**src/hdl/wsd_pkg.sv**
```systemverilog
// Package for the WebSocket frame deframer: parse steps, opcodes, result kinds,
// the result item struct and the default sizes.
// No dependencies.
`default_nettype none

package wsd_pkg;

  localparam int unsigned LENGTH_BITS_DEFAULT = 64;
  localparam int unsigned QUEUE_DEPTH_DEFAULT = 4;

  typedef enum logic [2:0] {
    ST_START = 3'd0,
    ST_LEN7  = 3'd1,
    ST_LEN16 = 3'd2,
    ST_LEN64 = 3'd3,
    ST_KEY   = 3'd4,
    ST_DATA  = 3'd5
  } step_t;

  localparam logic [3:0] OP_TEXT   = 4'h1;
  localparam logic [3:0] OP_BINARY = 4'h2;
  localparam logic [3:0] OP_CLOSE  = 4'h8;
  localparam logic [3:0] OP_PING   = 4'h9;

  localparam logic [6:0] LEN_CODE_16 = 7'd126;
  localparam logic [6:0] LEN_CODE_64 = 7'd127;

  localparam logic [1:0] KIND_PAYLOAD = 2'd0;
  localparam logic [1:0] KIND_EMPTY   = 2'd1;
  localparam logic [1:0] KIND_PONG    = 2'd2;
  localparam logic [1:0] KIND_CLOSE   = 2'd3;

  typedef struct packed {
    logic [1:0] kind;
    logic [7:0] payload_byte;
    logic       is_binary;
    logic       message_last;
  } result_t;

endpackage : wsd_pkg

`default_nettype wire

```
**src/hdl/wsd_front.sv**
```systemverilog
// Front part of the deframer: parses header, length and mask key of each frame
// and classifies every accepted item into zero or one result item.
// Depends on wsd_pkg.
`default_nettype none

module wsd_front #(
  parameter int unsigned LENGTH_BITS = 64
) (
  input  logic              clk,
  input  logic              rst,
  input  logic              in_valid,
  input  logic [7:0]        in_byte,
  input  logic              chunk_end,
  output logic              res_valid,
  output wsd_pkg::result_t  res
);
  import wsd_pkg::*;

  step_t                   step, step_next;
  logic [7:0]              header_byte;
  logic                    masked;
  logic [LENGTH_BITS-1:0]  rem;
  logic                    ovf;
  logic [2:0]              hpos;
  logic [7:0]              mask_key [4];
  logic [1:0]              kpos;
  logic [1:0]              phase;
  logic                    close_done;
  logic                    drop;

  logic                    active;
  logic [6:0]              l7;
  logic [LENGTH_BITS+7:0]  ext;
  logic                    ext_hi_nz;
  logic                    ext_done;
  logic [LENGTH_BITS-1:0]  ext_len;
  logic [7:0]              v;
  logic [3:0]              op;
  logic                    is_data;
  logic                    data_last;
  logic                    fin;

  // Shared decode of the current item.
  always_comb begin
    active    = in_valid && !drop;
    l7        = in_byte[6:0];
    ext       = {rem, in_byte};
    ext_hi_nz = |ext[LENGTH_BITS+7:LENGTH_BITS];
    ext_done  = (step == ST_LEN16 && hpos == 3'd1) || (step == ST_LEN64 && hpos == 3'd7);
    ext_len   = (ovf || ext_hi_nz) ? {LENGTH_BITS{1'b1}} : ext[LENGTH_BITS-1:0];
    v         = masked ? (in_byte ^ mask_key[phase]) : in_byte;
    op        = header_byte[3:0];
    is_data   = (op == OP_TEXT) || (op == OP_BINARY);
    data_last = (rem == '0) || (rem == LENGTH_BITS'(1));
    fin = active && (
            (step == ST_LEN7 && l7 == 7'd0 && !in_byte[7]) ||
            (ext_done && !masked && ext_len == '0) ||
            (step == ST_KEY && kpos == 2'd3 && rem == '0) ||
            (step == ST_DATA && data_last));
  end

  // Next parse step.
  always_comb begin
    step_next = step;
    if (active) begin
      unique case (step)
        ST_START: step_next = ST_LEN7;
        ST_LEN7: begin
          if (l7 == LEN_CODE_16)      step_next = ST_LEN16;
          else if (l7 == LEN_CODE_64) step_next = ST_LEN64;
          else if (in_byte[7])        step_next = ST_KEY;
          else if (l7 == 7'd0)        step_next = ST_START;
          else                        step_next = ST_DATA;
        end
        ST_LEN16, ST_LEN64: begin
          if (ext_done) begin
            if (masked)               step_next = ST_KEY;
            else if (ext_len == '0)   step_next = ST_START;
            else                      step_next = ST_DATA;
          end
        end
        ST_KEY: begin
          if (kpos == 2'd3) step_next = (rem == '0) ? ST_START : ST_DATA;
        end
        ST_DATA: begin
          if (data_last) step_next = ST_START;
        end
        default: step_next = ST_START;
      endcase
    end
  end

  // Result item for the current item.
  always_comb begin
    res_valid = 1'b0;
    res       = '0;
    if (fin) begin
      if (is_data) begin
        res_valid        = 1'b1;
        res.kind         = (step == ST_DATA) ? KIND_PAYLOAD : KIND_EMPTY;
        res.payload_byte = (step == ST_DATA) ? v : 8'd0;
        res.is_binary    = (op == OP_BINARY);
        res.message_last = 1'b1;
      end else if (op == OP_PING && !close_done) begin
        res_valid = 1'b1;
        res.kind  = KIND_PONG;
      end else if (op == OP_CLOSE && !close_done) begin
        res_valid = 1'b1;
        res.kind  = KIND_CLOSE;
      end
    end else if (active && step == ST_DATA && is_data) begin
      res_valid        = 1'b1;
      res.kind         = KIND_PAYLOAD;
      res.payload_byte = v;
      res.is_binary    = (op == OP_BINARY);
      res.message_last = 1'b0;
    end
  end

  always_ff @(posedge clk) begin
    if (rst) begin
      step        <= ST_START;
      header_byte <= '0;
      masked      <= 1'b0;
      rem         <= '0;
      ovf         <= 1'b0;
      hpos        <= '0;
      mask_key    <= '{default: '0};
      kpos        <= '0;
      phase       <= '0;
      close_done  <= 1'b0;
      drop        <= 1'b0;
    end else begin
      step <= step_next;
      if (in_valid && drop && chunk_end) drop <= 1'b0;
      if (active) begin
        case (step)
          ST_START: header_byte <= in_byte;
          ST_LEN7: begin
            masked <= in_byte[7];
            ovf    <= 1'b0;
            hpos   <= '0;
            kpos   <= '0;
            phase  <= '0;
            if (l7 == LEN_CODE_16 || l7 == LEN_CODE_64) rem <= '0;
            else                                        rem <= LENGTH_BITS'(l7);
          end
          ST_LEN16, ST_LEN64: begin
            if (ext_done) begin
              rem  <= ext_len;
              hpos <= '0;
            end else begin
              rem  <= ext[LENGTH_BITS-1:0];
              ovf  <= ovf | ext_hi_nz;
              hpos <= hpos + 3'd1;
            end
          end
          ST_KEY: begin
            mask_key[kpos] <= in_byte;
            kpos           <= kpos + 2'd1;
            phase          <= '0;
          end
          ST_DATA: begin
            phase <= phase + 2'd1;
            if (rem != '0) rem <= rem - LENGTH_BITS'(1);
          end
          default: ;
        endcase
        if (fin) begin
          rem   <= '0;
          hpos  <= '0;
          kpos  <= '0;
          phase <= '0;
          if (op == OP_CLOSE) begin
            close_done <= 1'b1;
            drop       <= !chunk_end;
          end
        end
      end
    end
  end

endmodule : wsd_front

`default_nettype wire

```
**src/hdl/wsd_queue.sv**
```systemverilog
// Back part of the deframer: a short first-in first-out queue of result items
// that holds them until the consumer pops them. Depends on wsd_pkg.
`default_nettype none

module wsd_queue #(
  parameter int unsigned DEPTH = 4
) (
  input  logic              clk,
  input  logic              rst,
  input  logic              wr_en,
  input  wsd_pkg::result_t  wr_data,
  input  logic              rd_en,
  output wsd_pkg::result_t  rd_data,
  output logic              full,
  output logic              empty
);
  import wsd_pkg::*;

  localparam int unsigned PW = (DEPTH > 1) ? $clog2(DEPTH) : 1;
  localparam int unsigned CW = $clog2(DEPTH + 1);

  result_t       slots [DEPTH];
  logic [PW-1:0] wr_ptr;
  logic [PW-1:0] rd_ptr;
  logic [CW-1:0] count;
  logic          do_wr;
  logic          do_rd;

  assign full    = (count == CW'(DEPTH));
  assign empty   = (count == '0);
  assign do_wr   = wr_en && !full;
  assign do_rd   = rd_en && !empty;
  assign rd_data = slots[rd_ptr];

  always_ff @(posedge clk) begin
    if (do_wr) slots[wr_ptr] <= wr_data;
  end

  always_ff @(posedge clk) begin
    if (rst) begin
      wr_ptr <= '0;
      rd_ptr <= '0;
      count  <= '0;
    end else begin
      if (do_wr) wr_ptr <= (wr_ptr == PW'(DEPTH - 1)) ? '0 : wr_ptr + PW'(1);
      if (do_rd) rd_ptr <= (rd_ptr == PW'(DEPTH - 1)) ? '0 : rd_ptr + PW'(1);
      if (do_wr && !do_rd)      count <= count + CW'(1);
      else if (do_rd && !do_wr) count <= count - CW'(1);
    end
  end

endmodule : wsd_queue

`default_nettype wire

```
**src/hdl/websocket_frame_deframer.sv**
```systemverilog
// WebSocket frame deframer, top level. One byte item is taken per cycle
// while full is low; an item's result enters the queue at the same edge and
// can be popped from the next cycle on.
// Input stalls (full high) only when QUEUE_DEPTH results wait unpopped.
// Reset is synchronous, active high, and leaves the parser at a frame start.
// Depends on wsd_pkg, wsd_front and wsd_queue.
`default_nettype none

module websocket_frame_deframer #(
  parameter int unsigned LENGTH_BITS = wsd_pkg::LENGTH_BITS_DEFAULT,
  parameter int unsigned QUEUE_DEPTH = wsd_pkg::QUEUE_DEPTH_DEFAULT
) (
  input  logic       clk,
  input  logic       rst,
  input  logic       push,
  output logic       full,
  input  logic [7:0] in_byte,
  input  logic       chunk_end,
  output logic       empty,
  input  logic       pop,
  output logic [1:0] out_kind,
  output logic [7:0] payload_byte,
  output logic       is_binary,
  output logic       message_last
);
  import wsd_pkg::*;

  // An item is accepted whenever the queue has room. Since each item makes
  // at most one result, room for one result is all the parser ever needs.
  logic    accept;
  logic    res_valid;
  result_t res;
  result_t head;

  assign accept = push && !full;

  // The parser walks header byte, length byte, extended length and mask key,
  // then unmasks payload bytes. Close handling and chunk dropping live there.
  wsd_front #(
    .LENGTH_BITS(LENGTH_BITS)
  ) u_front (
    .clk       (clk),
    .rst       (rst),
    .in_valid  (accept),
    .in_byte   (in_byte),
    .chunk_end (chunk_end),
    .res_valid (res_valid),
    .res       (res)
  );

  // The queue decouples the parser from the consumer so that a stalled
  // consumer does not stop input until the queue fills.
  wsd_queue #(
    .DEPTH(QUEUE_DEPTH)
  ) u_queue (
    .clk     (clk),
    .rst     (rst),
    .wr_en   (res_valid),
    .wr_data (res),
    .rd_en   (pop),
    .rd_data (head),
    .full    (full),
    .empty   (empty)
  );

  assign out_kind     = head.kind;
  assign payload_byte = head.payload_byte;
  assign is_binary    = head.is_binary;
  assign message_last = head.message_last;

endmodule : websocket_frame_deframer

`default_nettype wire
```
**config.mk**
```make
export PLATFORM = sky130hd
export DESIGN_NAME = websocket_frame_deframer
export DESIGN_NICKNAME = d
export VERILOG_FILES = /design/src/hdl/wsd_pkg.sv /design/src/hdl/wsd_front.sv /design/src/hdl/wsd_queue.sv /design/src/hdl/websocket_frame_deframer.sv
export SDC_FILE = /design/constraint.sdc
export NUM_CORES = 1
export LEC_CHECK = 0
export BUFFER_PORTS_ARGS = -buffer_cell sky130_fd_sc_hd__buf_2
export CAP_MARGIN = 10
export CORE_AREA = 4 4 158 160
export DETAILED_ROUTE_END_ITERATION = 10
export DIE_AREA = 0 0 162 164
export SLEW_MARGIN = 10
export SYNTH_ARGS = -nofsm -noshare
export SYNTH_HDL_FRONTEND = slang
export SYNTH_SLANG_ARGS = --single-unit
```
**constraint.sdc**
```tcl
create_clock -name clk -period 4.8 [get_ports clk]
set_input_delay 1.44 -clock clk [delete_from_list [all_inputs] [get_ports clk]]
set_output_delay 1.44 -clock clk [all_outputs]
set_load 0.01 [all_outputs]
```
After elaboration in Yosys (flattened, before gate mapping)
Memory sizes are Yosys's and may differ from the RTL's. A register that Yosys moved wholly into a read port is not among the register bits.
Index checks and enable logic that the tools add are counted.
{"block": "word_totals", "regBits": 121, "latch_bits": 0, "ram_bits": 48, "mem_bits_ro": 0, "in_bits": 13, "word_cells": 179, "n_memories": 1}
{"memory": "u_queue.slots", "depth": 4, "width": 12, "read_ports": 1, "rd_ports_with_merged_regs": 1, "wr": 1, "line": "wsd_queue.sv:22", "rtl": "result_t slots [DEPTH];"}
{"block": "op_classes", "n_addsub": 8, "n_mul": 0, "div": 0, "n_lt_le_gt_ge": 3, "n_eq_ne": 23, "n_shift": 0, "n_mux": 58, "bitwise": 4, "n_reduce_logical": 65}
{"operator": "$mux W64", "count": 4}
{"operator": "$pmux W64 S3", "count": 1}
{"operator": "$logic_not A64 Y1", "count": 2}
{"operator": "$eq A64 B1 Y1 const B", "count": 1}
{"operator": "$reduce_bool A64 Y1", "count": 1}
{"operator": "$sub A64 B1 Y64 const B", "count": 1}
{"operator": "$mux W3", "count": 14}
{"operator": "$mux W8", "count": 5}
{"operator": "$bwmux W32", "count": 1}
{"operator": "$logic_and A1 B1 Y1", "count": 23}
{"operator": "$mux W10", "count": 2}
{"operator": "$mux W2", "count": 9}
{"operator": "$bmux W8 S2", "count": 1}
{"operator": "$demux W8 S2", "count": 1}
{"operator": "$pmux W3 S5", "count": 1}
{"operator": "$eq A7 B7 Y1 const B", "count": 2}
{"operator": "$mux W1", "count": 13}
{"operator": "$eq A3 B3 Y1 const B", "count": 4}
{"operator": "$mux W12", "count": 1}
{"operator": "$reduce_and A2 Y1", "count": 6}
{"operator": "$logic_not A1 Y1", "count": 9}
{"operator": "$reduce_and A3 Y1", "count": 3}
{"operator": "$reduce_bool A3 Y1", "count": 3}
{"operator": "$add A2 B1 Y2 const B", "count": 4}
{"operator": "28 further kinds", "count": 49}

Depth between registers and ports, before layout
Gate-level depths: netlist of the first run.
{"block": "depth", "depth_word": 15, "mapped_depth": 14, "mapped_depth_nobuf": 14}

By module
Synthesis of the first run repeated with hierarchy kept, for this count alone.
{"block": "hier_totals", "cells_unflattened": 1008, "hier_area_um2": 9057.4}
{"mod": "wsd_front", "instances": 1, "cells_each": 895, "area_each_um2": 6825.3, "seq_area_each_um2": 2282.2}
{"mod": "wsd_queue", "instances": 1, "cells_each": 112, "area_each_um2": 2218.4, "seq_area_each_um2": 1621.6}
{"mod": "websocket_frame_deframer", "instances": 1, "cells_each": 1, "area_each_um2": 13.8, "seq_area_each_um2": 0.0}

Worst setup path before layout of the first run
Ideal clock, no wire load.
{"block": "synth_path", "kind": "input port to flip-flop", "from": "in in_byte[5]", "to": "reg u_queue.count[2]", "setup_ns": 0.070, "arrival_time_ns": 4.101, "required_time_ns": 4.730, "path_slack_ns": 0.629, "path_stages": 13, "path_cell_list": "clkbuf_1 nor4_1 nand3_1 nor2_1 nand4_1 a31o_2 a21oi_1 ha_1 inv_1 fa_1 xor2_1 or3_1 a21oi_1"}
{"block": "synth_via", "elab_chain_len": 12, "word_cells_on_any_way": 17}
{"item": "start: declaration", "line": "websocket_frame_deframer.sv:17", "rtl": "input logic [7:0] in_byte,"}
{"item": "$mux W64 / $logic_not A7 Y1 (equally long branches)", "line": "wsd_front.sv:50, wsd_front.sv:56"}
{"item": "$logic_not A64 Y1 / $logic_and A1 B1 Y1 (equally long branches)", "line": "wsd_front.sv:57, wsd_front.sv:56"}
{"item": "$logic_and A1 B1 Y1 (on tied branches)", "line": "wsd_front.sv:57, wsd_front.sv:56"}
{"item": "$logic_or A1 B1 Y1 (*)", "line": "wsd_front.sv:56", "rtl": "(step == ST_LEN7 && l7 == 7'd0 && !in_byte[7]) ||"}
{"item": "$logic_or A1 B1 Y1 (*)", "line": "wsd_front.sv:57", "rtl": "(ext_done && !masked && ext_len == '0) ||"}
{"item": "$logic_or A1 B1 Y1 (*)", "line": "wsd_front.sv:58", "rtl": "(step == ST_KEY && kpos == 2'd3 && rem == '0) ||"}
{"item": "$logic_and A1 B1 Y1 (*)", "line": "wsd_front.sv:55", "rtl": "fin = active && ("}
{"item": "$mux W1 (*)", "line": "wsd_front.sv:97", "rtl": "if (fin) begin"}
{"item": "$logic_and A1 B1 Y1 (*)", "line": "wsd_queue.sv:31", "rtl": "assign do_wr = wr_en && !full;"}
{"item": "via u_queue.do_wr", "line": "wsd_queue.sv:26", "rtl": "logic do_wr;"}
{"item": "$logic_not A1 Y1", "line": "wsd_queue.sv:48", "rtl": "else if (do_rd && !do_wr) count <= count - CW'(1);"}
{"item": "$logic_and A1 B1 Y1", "line": "wsd_queue.sv:48"}
{"item": "$reduce_bool A2 Y1 (no line)"}
{"item": "end signal: assignment", "line": "wsd_queue.sv:47", "rtl": "if (do_wr && !do_rd) count <= count + CW'(1);"}
{"item": "end signal: assignment", "line": "wsd_queue.sv:48"}
{"item": "end: declaration", "line": "wsd_queue.sv:25", "rtl": "logic [CW-1:0] count;"}
Mark *: on every way through the listed nets, which the timed path passes. The rest lies on a longest branch.
A chain may end at the register's enable or synchronous reset.

Worst setup path in the final report of the first run
Same ends and word-level chain as after synthesis.

==> results.md, run 1 <==
- Number of buffers created by CTS: 17
- Buffers added on ports: 26
- Clock tree from TritonCTS: built
- Layout filler cell count: 2289
- Maximum vdd drop: 243 uV
- Boundary pin count: 27
- Cell at the root of the clock tree: sky130_fd_sc_hd__clkbuf_16
- Total number of cells along the worst setup path: 13
- Final number of hold-violating endpoints: 0
- First-pass GRT wire length: 42200 um
- Final TNS setup: 0 ns
- Clock transition at the registers of the reported paths: 0.07 ns
- Worst hold stages: 2
- Max H-tree Level: 4
- DR vias: 8169
- Async set-or-reset flop fraction in the synthesized netlist: 0%
- # hold bufs at CTS: 0
- Slew Limit Headroom: 22.5%
- Post-DRT Antenna Nets: 0
- Slew at the pin with the worst max-slew slack: 1.16 ns
- Number of buffer and inverter stages on the critical path: 2
- Number of cells upsized or downsized after cts: 0
- Sort of element at the end of the critical path: flip-flop
- Total overflow reported by the global router: 0
- Result of the run: complete, no violations
- Post-CTS setup-driven buffer insertion count: 0
- Remaining design rule violation count: 0
- Most common cell after layout, fill and taps aside: sky130_fd_sc_hd__dfxtp_1
- Maximum fanout count along the critical path: 9
- Number of enable flip-flop cells after synthesis: 48
- Footprint of the multi-input gates: 0.00502 mm2
- FF-to-FF setup slack: 0.73 ns
- Syn avg cell area: 9.13 um2
- Total power density per cell area: 428 mW/mm2
- Post-Layout Cell Count: 1335
- Most common cell type on the critical path: sky130_fd_sc_hd__a21oi_1
- Vias in the first global route: 7662
- Die ar.: 0.0266 mm2
- End of the worst register-to-register path: u_queue.count[2]
- Clock period minus worst slack: 4.20 ns
- Setup repair after global routing missed its margin: no
- Instance count after placement with tap cells included: 1303
- Starting DRC count in detailed routing: 876
- Post-detailed-placement half-perimeter wirelength: 16600 um
- Count of unique library cells instantiated by Yosys: 76
- Least setup slack across all paths after layout: 0.599 ns
- Cell family contributing the most delay on the critical path: simple AND/OR/NAND/NOR gates
- Most frequent cells in the layout: sky130_fd_sc_hd__dfxtp_1, sky130_fd_sc_hd__o21ai_0, sky130_fd_sc_hd__nand2_1
- Share of layout cells above drive strength 1: 13.4%
- Drt wl/cell: 19.2 um
- Clk sink count: 171
- Delay of the slowest critical-path stage: 0.45 ns
- Sequential-to-total area share from yosys stat: 42.0%
- Cell-by-cell trace of the critical path: buf_2 -> nor4_1 -> nand3_1 -> nor2_1 -> nand4_1 -> a31o_2 -> a21oi_1 -> ha_1 -> inv_1 -> fa_1 -> xor2_1 -> or3_1 -> a21oi_1
- Antenna diode count: 0
- Maximum number of pins on one net before global-route repair: 72
- Total of max-cap violations: 0
- Highest Clock Rate: 238 MHz
- Final critical-path share of the clock period: 87.5%
- Launch point of the worst reg-to-reg path: u_front.rem[10]
- Core area: 0.0234 mm2
- Terminating pin of the worst hold path: u_front.mask_key[15]
- Most used DFF post-synth: sky130_fd_sc_hd__dfxtp_1
- Category of the critical setup timing path: in -> reg
- Register cell area after layout: 0.00390 mm2
- Synthesized instance count: 1019
- Critical-path cell with the highest stage delay: sky130_fd_sc_hd__nor4_1
- Synthesis-to-finish area growth: 10.8%
- Final RePlAce weighted congestion: 0.843
- Combined area of all synthesized cells: 0.00930 mm2
- Required time at the endpoint of the critical path: 5.16 ns
- Hold Path Class: reg -> reg
- Post-synthesis sequential element count: 171
- Final net count: 1032
- Die outline width: 162 um
- Routed vias/inst: 6.12
- GRT Total Usage: 19.6%
- Worst skew pair latency: 0.44 ns
- Worst setup skew after layout: 0.0153 ns
- Initial core utilization: 39.7%
- Total length of routed wires: 25600 um
- Row count: 56
- Antenna violations before repair: 0
- Startpoint kind of the worst setup timing path: primary input
- Arrival @ worst endpoint: 4.56 ns
- First-pass detailed-route iteration total: 5
- Number of cells on the worst reg-to-reg path: 12
- Finish-stage setup viols: 0
- Clock tree buffer depth: 2
- Die Y: 164 um
- Yosys warnings: 0
- Fin. max-slew vios: 0
- Post-place setup slack: 0.180 ns
- Leakage Power: 3.53 nW
- Synthesized netlist net count: 1048
- Worst min-delay path startpoint: u_front.mask_key[15]
-- synthesized netlist by cell type (all sizes together), types with 20 or more instances --
cell type | instances | share of area, %
nand2 | 95 | 3.8
buf | 26 | 1.4
nor2 | 83 | 3.4
nand3 | 58 | 3.3
o21ai | 105 | 5.7
dfxtp | 123 | 26
mux4 | 20 | 4.8
o41ai | 28 | 3.0
clkbuf | 56 | 2.3
edfxtp | 48 | 16
nor3 | 27 | 1.5
o31ai | 27 | 2.2
a22o | 33 | 3.1
a21oi | 55 | 3.0
nor4 | 23 | 2.3
-- through the flow --
| step | hold slack, ns | area, um2 | utilization [%] | total power, mW |
|---|---|---|---|---|
| after floorplan | 0.421 | 9300 | - | 2.62 |
| after global placement | 0.440 | 9670 | 41.3 | 2.98 |
| after detailed placement | 0.445 | 9670 | 41.3 | 2.98 |
| after CTS | 0.455 | 10300 | 44.0 | 4.43 |
| after global routing | 0.471 | 10300 | 44.0 | 4.67 |
| final | 0.453 | 10300 | 44.0 | 4.41 |
-- power breakdown --
part,internal (mW),leakage (nW),switching (mW)
Clock,0.722,0.304,0.723
Combinational,0.481,1.88,0.842
Sequential,1.54,1.35,0.107
Total,2.74,3.53,1.67
-- final cells by class --
cell class	instances	share of cell area (%)
Inverter	16	0.583
Sequential cell	171	37.9
Clock inverter	15	1.98
Tap cell	319	3.87
Timing Repair Buffer	47	2.79
Multi-Input combinational cell	750	48.7
Clock buffer	17	4.13
-- cells by family after synthesis --
| family | Yosys count | synth area share [%] |
|---|---|---|
| AO/OA/AOI/OAI | 321 | 23.6 |
| XOR/XNOR | 15 | 1.41 |
| adder cells (fa/ha/maj) | 16 | 2.23 |
| buffers and inverters | 98 | 4.33 |
| flip-flops | 171 | 42.0 |
| multiplexers | 29 | 5.84 |
| AND/OR/NAND/NOR | 369 | 20.6 |
-- tightest hold or removal path, cell delays in order, from the launching register on --
cell,delay (ns)
sky130_fd_sc_hd__dfxtp_1,0.31
sky130_fd_sc_hd__nand2_1,0.05
sky130_fd_sc_hd__a21oi_1,0.05
-- layer usage --
layer,wire (um),GRT usage [%],part of all wire [%]
met1,12000,28.6,47
met2,11800,30.5,46
met3,1450,2.91,5.7
met4,363,5.15,1.4
met5,0,0,0
-- worst max path at each step --
stage | start | endpoint | slack (ns)
2_1_floorplan | in_byte[5] | u_queue.count[2] | 0.63
3_3_place_gp | in_byte[5] | u_queue.count[2] | 0.30
3_5_place_dp | in_byte[5] | u_queue.count[2] | 0.18
4_1_cts | in_byte[5] | u_queue.count[2] | 0.62
5_1_grt | in_byte[5] | u_queue.count[2] | 0.34
6_report | in_byte[5] | u_queue.count[2] | 0.60
-- state kept, by name (all words and copies together) (netlist names), named ones only --
register,count
u_front.close_done,1
u_front.drop,1
u_front.header_byte,4
u_front.hpos,3
u_front.kpos,2
u_front.mask_key,32
u_front.masked,1
u_front.ovf,1
u_front.phase,2
u_front.rem,64
u_front.step,3
u_queue.count,3
u_queue.rd_ptr,2
u_queue.slots,48
u_queue.wr_ptr,2
(Power assumes the default switching activity.)
==> inputs of run 2 (changes only) <==
--- a/config.mk
+++ b/config.mk
@@ -7,9 +7,12 @@
 export LEC_CHECK = 0
 export BUFFER_PORTS_ARGS = -buffer_cell sky130_fd_sc_hd__buf_2
 export CAP_MARGIN = 10
+export CELL_PAD_IN_SITES_DETAIL_PLACEMENT = 2
+export CELL_PAD_IN_SITES_GLOBAL_PLACEMENT = 2
 export CORE_AREA = 4 4 158 160
 export DETAILED_ROUTE_END_ITERATION = 10
 export DIE_AREA = 0 0 162 164
+export PLACE_DENSITY_LB_ADDON = 0.1
 export SLEW_MARGIN = 10
 export SYNTH_ARGS = -nofsm -noshare
 export SYNTH_HDL_FRONTEND = slang
==> run 2 against run 1 <==
Compared with the run above: final area increased by 0.40%; worst setup slack got worse by 0.10 ns; clock skew increased by 0.0020 ns; die area unchanged; non-clock buffer count increased by 12; first-iteration DRC count decreased by 38%; sequential power about the same; sequential share of layout area decreased by 0.15 points; fmax decreased by 2.4%; utilization increased by 0.18 points; clock power decreased by 4%; total power increased by 1.5%; critical path type unchanged; critical endpoint unchanged.
==> results.md, run 2 (synthesis results as in run 1) <==
- Initial core utilization: 39.7%
- Maximum number of pins on one net before global-route repair: 72
- Total overflow reported by the global router: 0
- Clock network fraction of design power: 30.9%
- Final RePlAce weighted congestion: 0.765
- Worst skew pair latency: 0.44 ns
- Leakage Power: 3.56 nW
- DR vias: 8411
- Cell internal pwr: 2.73 mW
- Post-detailed-placement half-perimeter wirelength: 22900 um
- Total of max-cap violations: 0
- Clock tree from TritonCTS: built
- Starting DRC count in detailed routing: 539
- Most common cell after layout, fill and taps aside: sky130_fd_sc_hd__dfxtp_1
- Antenna diode count: 0
- Arrival @ worst endpoint: 4.66 ns
- Boundary pin count: 27
- Routed vias/inst: 6.24
- Number of buffers created by CTS: 17
- Final critical-path share of the clock period: 89.7%
- Highest Clock Rate: 232 MHz
- Final TNS setup: 0 ns
- Hold Path Class: reg -> reg
- Antenna violations before repair: 0
- P_sw: 1.75 mW
- Largest register by flop count: u_front.rem
- Largest registers: u_front.rem x64, u_queue.slots x48, u_front.mask_key x32
- Clk sink count: 171
- Register cell area after layout: 0.00390 mm2
- Sort of element at the end of the critical path: flip-flop
- Required time at the endpoint of the critical path: 5.16 ns
- Max H-tree Level: 4
- Slew at the pin with the worst max-slew slack: 1.14 ns
- Slew Limit Headroom: 23.8%
- Die outline width: 162 um
- Final net count: 1044
- Fin. max-slew vios: 0
- Post-Layout Cell Count: 1347
- Total length of routed wires: 33800 um
- Footprint of the multi-input gates: 0.00503 mm2
- Row count: 56
- Startpoint kind of the worst setup timing path: primary input
- Clock tree buffer depth: 2
- Category of the critical setup timing path: in -> reg
- Clock period minus worst slack: 4.31 ns
- Layout filler cell count: 2594
- Worst setup skew after layout: 0.0173 ns
- Instance count after placement with tap cells included: 1315
- Share of total power in combinational logic: 32.2%
- Synthesis-to-finish area growth: 11.2%
- Clock transition at the registers of the reported paths: 0.08 ns
- First-pass detailed-route iteration total: 5
- Switching part of the total power: 39.1%
- Die ar.: 0.0266 mm2
- Number of cells upsized or downsized after cts: 0
- Post-CTS setup-driven buffer insertion count: 0
- # hold bufs at CTS: 0
- Final number of hold-violating endpoints: 0
- GRT Total Usage: 25.9%
- Vias in the first global route: 9130
- Finish-stage setup viols: 0
- First-pass GRT wire length: 53900 um
- Remaining design rule violation count: 0
- Drt wl/cell: 25.1 um
- Post-DRT Antenna Nets: 0
- Max reg flops: 64
- Sequential power share: 36.8%
- Die Y: 164 um
- Cell at the root of the clock tree: sky130_fd_sc_hd__clkbuf_16
- Result of the run: complete, no violations
- Total power density per cell area: 433 mW/mm2
- Share of layout cells above drive strength 1: 14.4%
- Maximum fanout count along the critical path: 9
- Most frequent cells in the layout: sky130_fd_sc_hd__dfxtp_1, sky130_fd_sc_hd__o21ai_0, sky130_fd_sc_hd__nand2_1
- Core area: 0.0234 mm2
- Maximum vdd drop: 172 uV
- Setup repair after global routing missed its margin: no
- Buffers added on ports: 26
==> run 2: changes by cell type in the layout (fill, tap and decap cells not counted), moves of 2 or more <==
cell,delta
sky130_fd_sc_hd__buf_4,+12
sky130_fd_sc_hd__clkinv_8,-5
sky130_fd_sc_hd__inv_6,+4
sky130_fd_sc_hd__clkinvlp_4,+2
sky130_fd_sc_hd__inv_12,-2
==> run 2: per-stage QoR <==
stage          utilization, %  hold WS (ns)  worst slack [ns]  cell area (um2)  total power, mW
2_1_floorplan               -         0.421             0.629             9300             2.62
3_3_place_gp             41.8         0.441             0.292             9770             3.06
3_5_place_dp             41.8         0.451            0.0990             9770             3.11
4_1_cts                  44.2         0.463             0.519            10300             4.50
5_1_grt                  44.2         0.488             0.284            10300             4.72
6_report                 44.2         0.459             0.495            10300             4.47
==> run 2: path summary, 6_finish.rpt <==
path / cells past startpoint / slack (ns) / start / end
worst max-delay path: 13 / 0.49 / in_byte[5] / u_queue.count[2]
worst min-delay path: 2 / 0.46 / u_front.mask_key[17] / u_front.mask_key[17]
worst max register to register: 13 / 0.55 / u_front.rem[19] / u_queue.count[2]
worst min register to register: 2 / 0.46 / u_front.mask_key[17] / u_front.mask_key[17]
==> run 2: power groups by stage <==
stage               registers, mW  logic (mW)  clock network [mW]
floorplan                    1.62        1.00                   0
global placement             1.68        1.38                   0
detailed placement           1.68        1.43                   0
CTS                          1.65        1.44                1.41
global route                 1.66        1.58                1.47
finish                       1.65        1.44                1.38
==> run 2: area by class of cell <==
cell class	instances	share of cell area, %
timing repair buffer	59	3.65
inverter	16	0.581
clock inverter	15	1.40
multi-input combinational	750	48.7
clock buffer	17	4.11
sequential	171	37.7
tap	319	3.86
==> run 2: layer usage <==
metal / part of all wire, % / GRT usage (%) / up-vias / wire (um)
li1: - / - / 3879 / -
met1: 47 / 35.2 / 4363 / 15900
met2: 49 / 44.0 / 136 / 16500
met3: 2.7 / 3.14 / 33 / 904
met4: 1.5 / 6.88 / 0 / 500
met5: 0 / 0 / - / 0
==> run 2: worst max-delay path: stages <==
cell                      delay [ns]
sky130_fd_sc_hd__buf_2          0.16
sky130_fd_sc_hd__nor4_1         0.47
sky130_fd_sc_hd__nand3_1        0.18
sky130_fd_sc_hd__nor2_1         0.22
sky130_fd_sc_hd__nand4_1        0.15
sky130_fd_sc_hd__a31o_2         0.27
sky130_fd_sc_hd__a21oi_1        0.35
sky130_fd_sc_hd__ha_1           0.27
sky130_fd_sc_hd__inv_1          0.06
sky130_fd_sc_hd__fa_1           0.39
sky130_fd_sc_hd__xor2_1         0.18
sky130_fd_sc_hd__or3_1          0.33
sky130_fd_sc_hd__a21oi_1        0.19
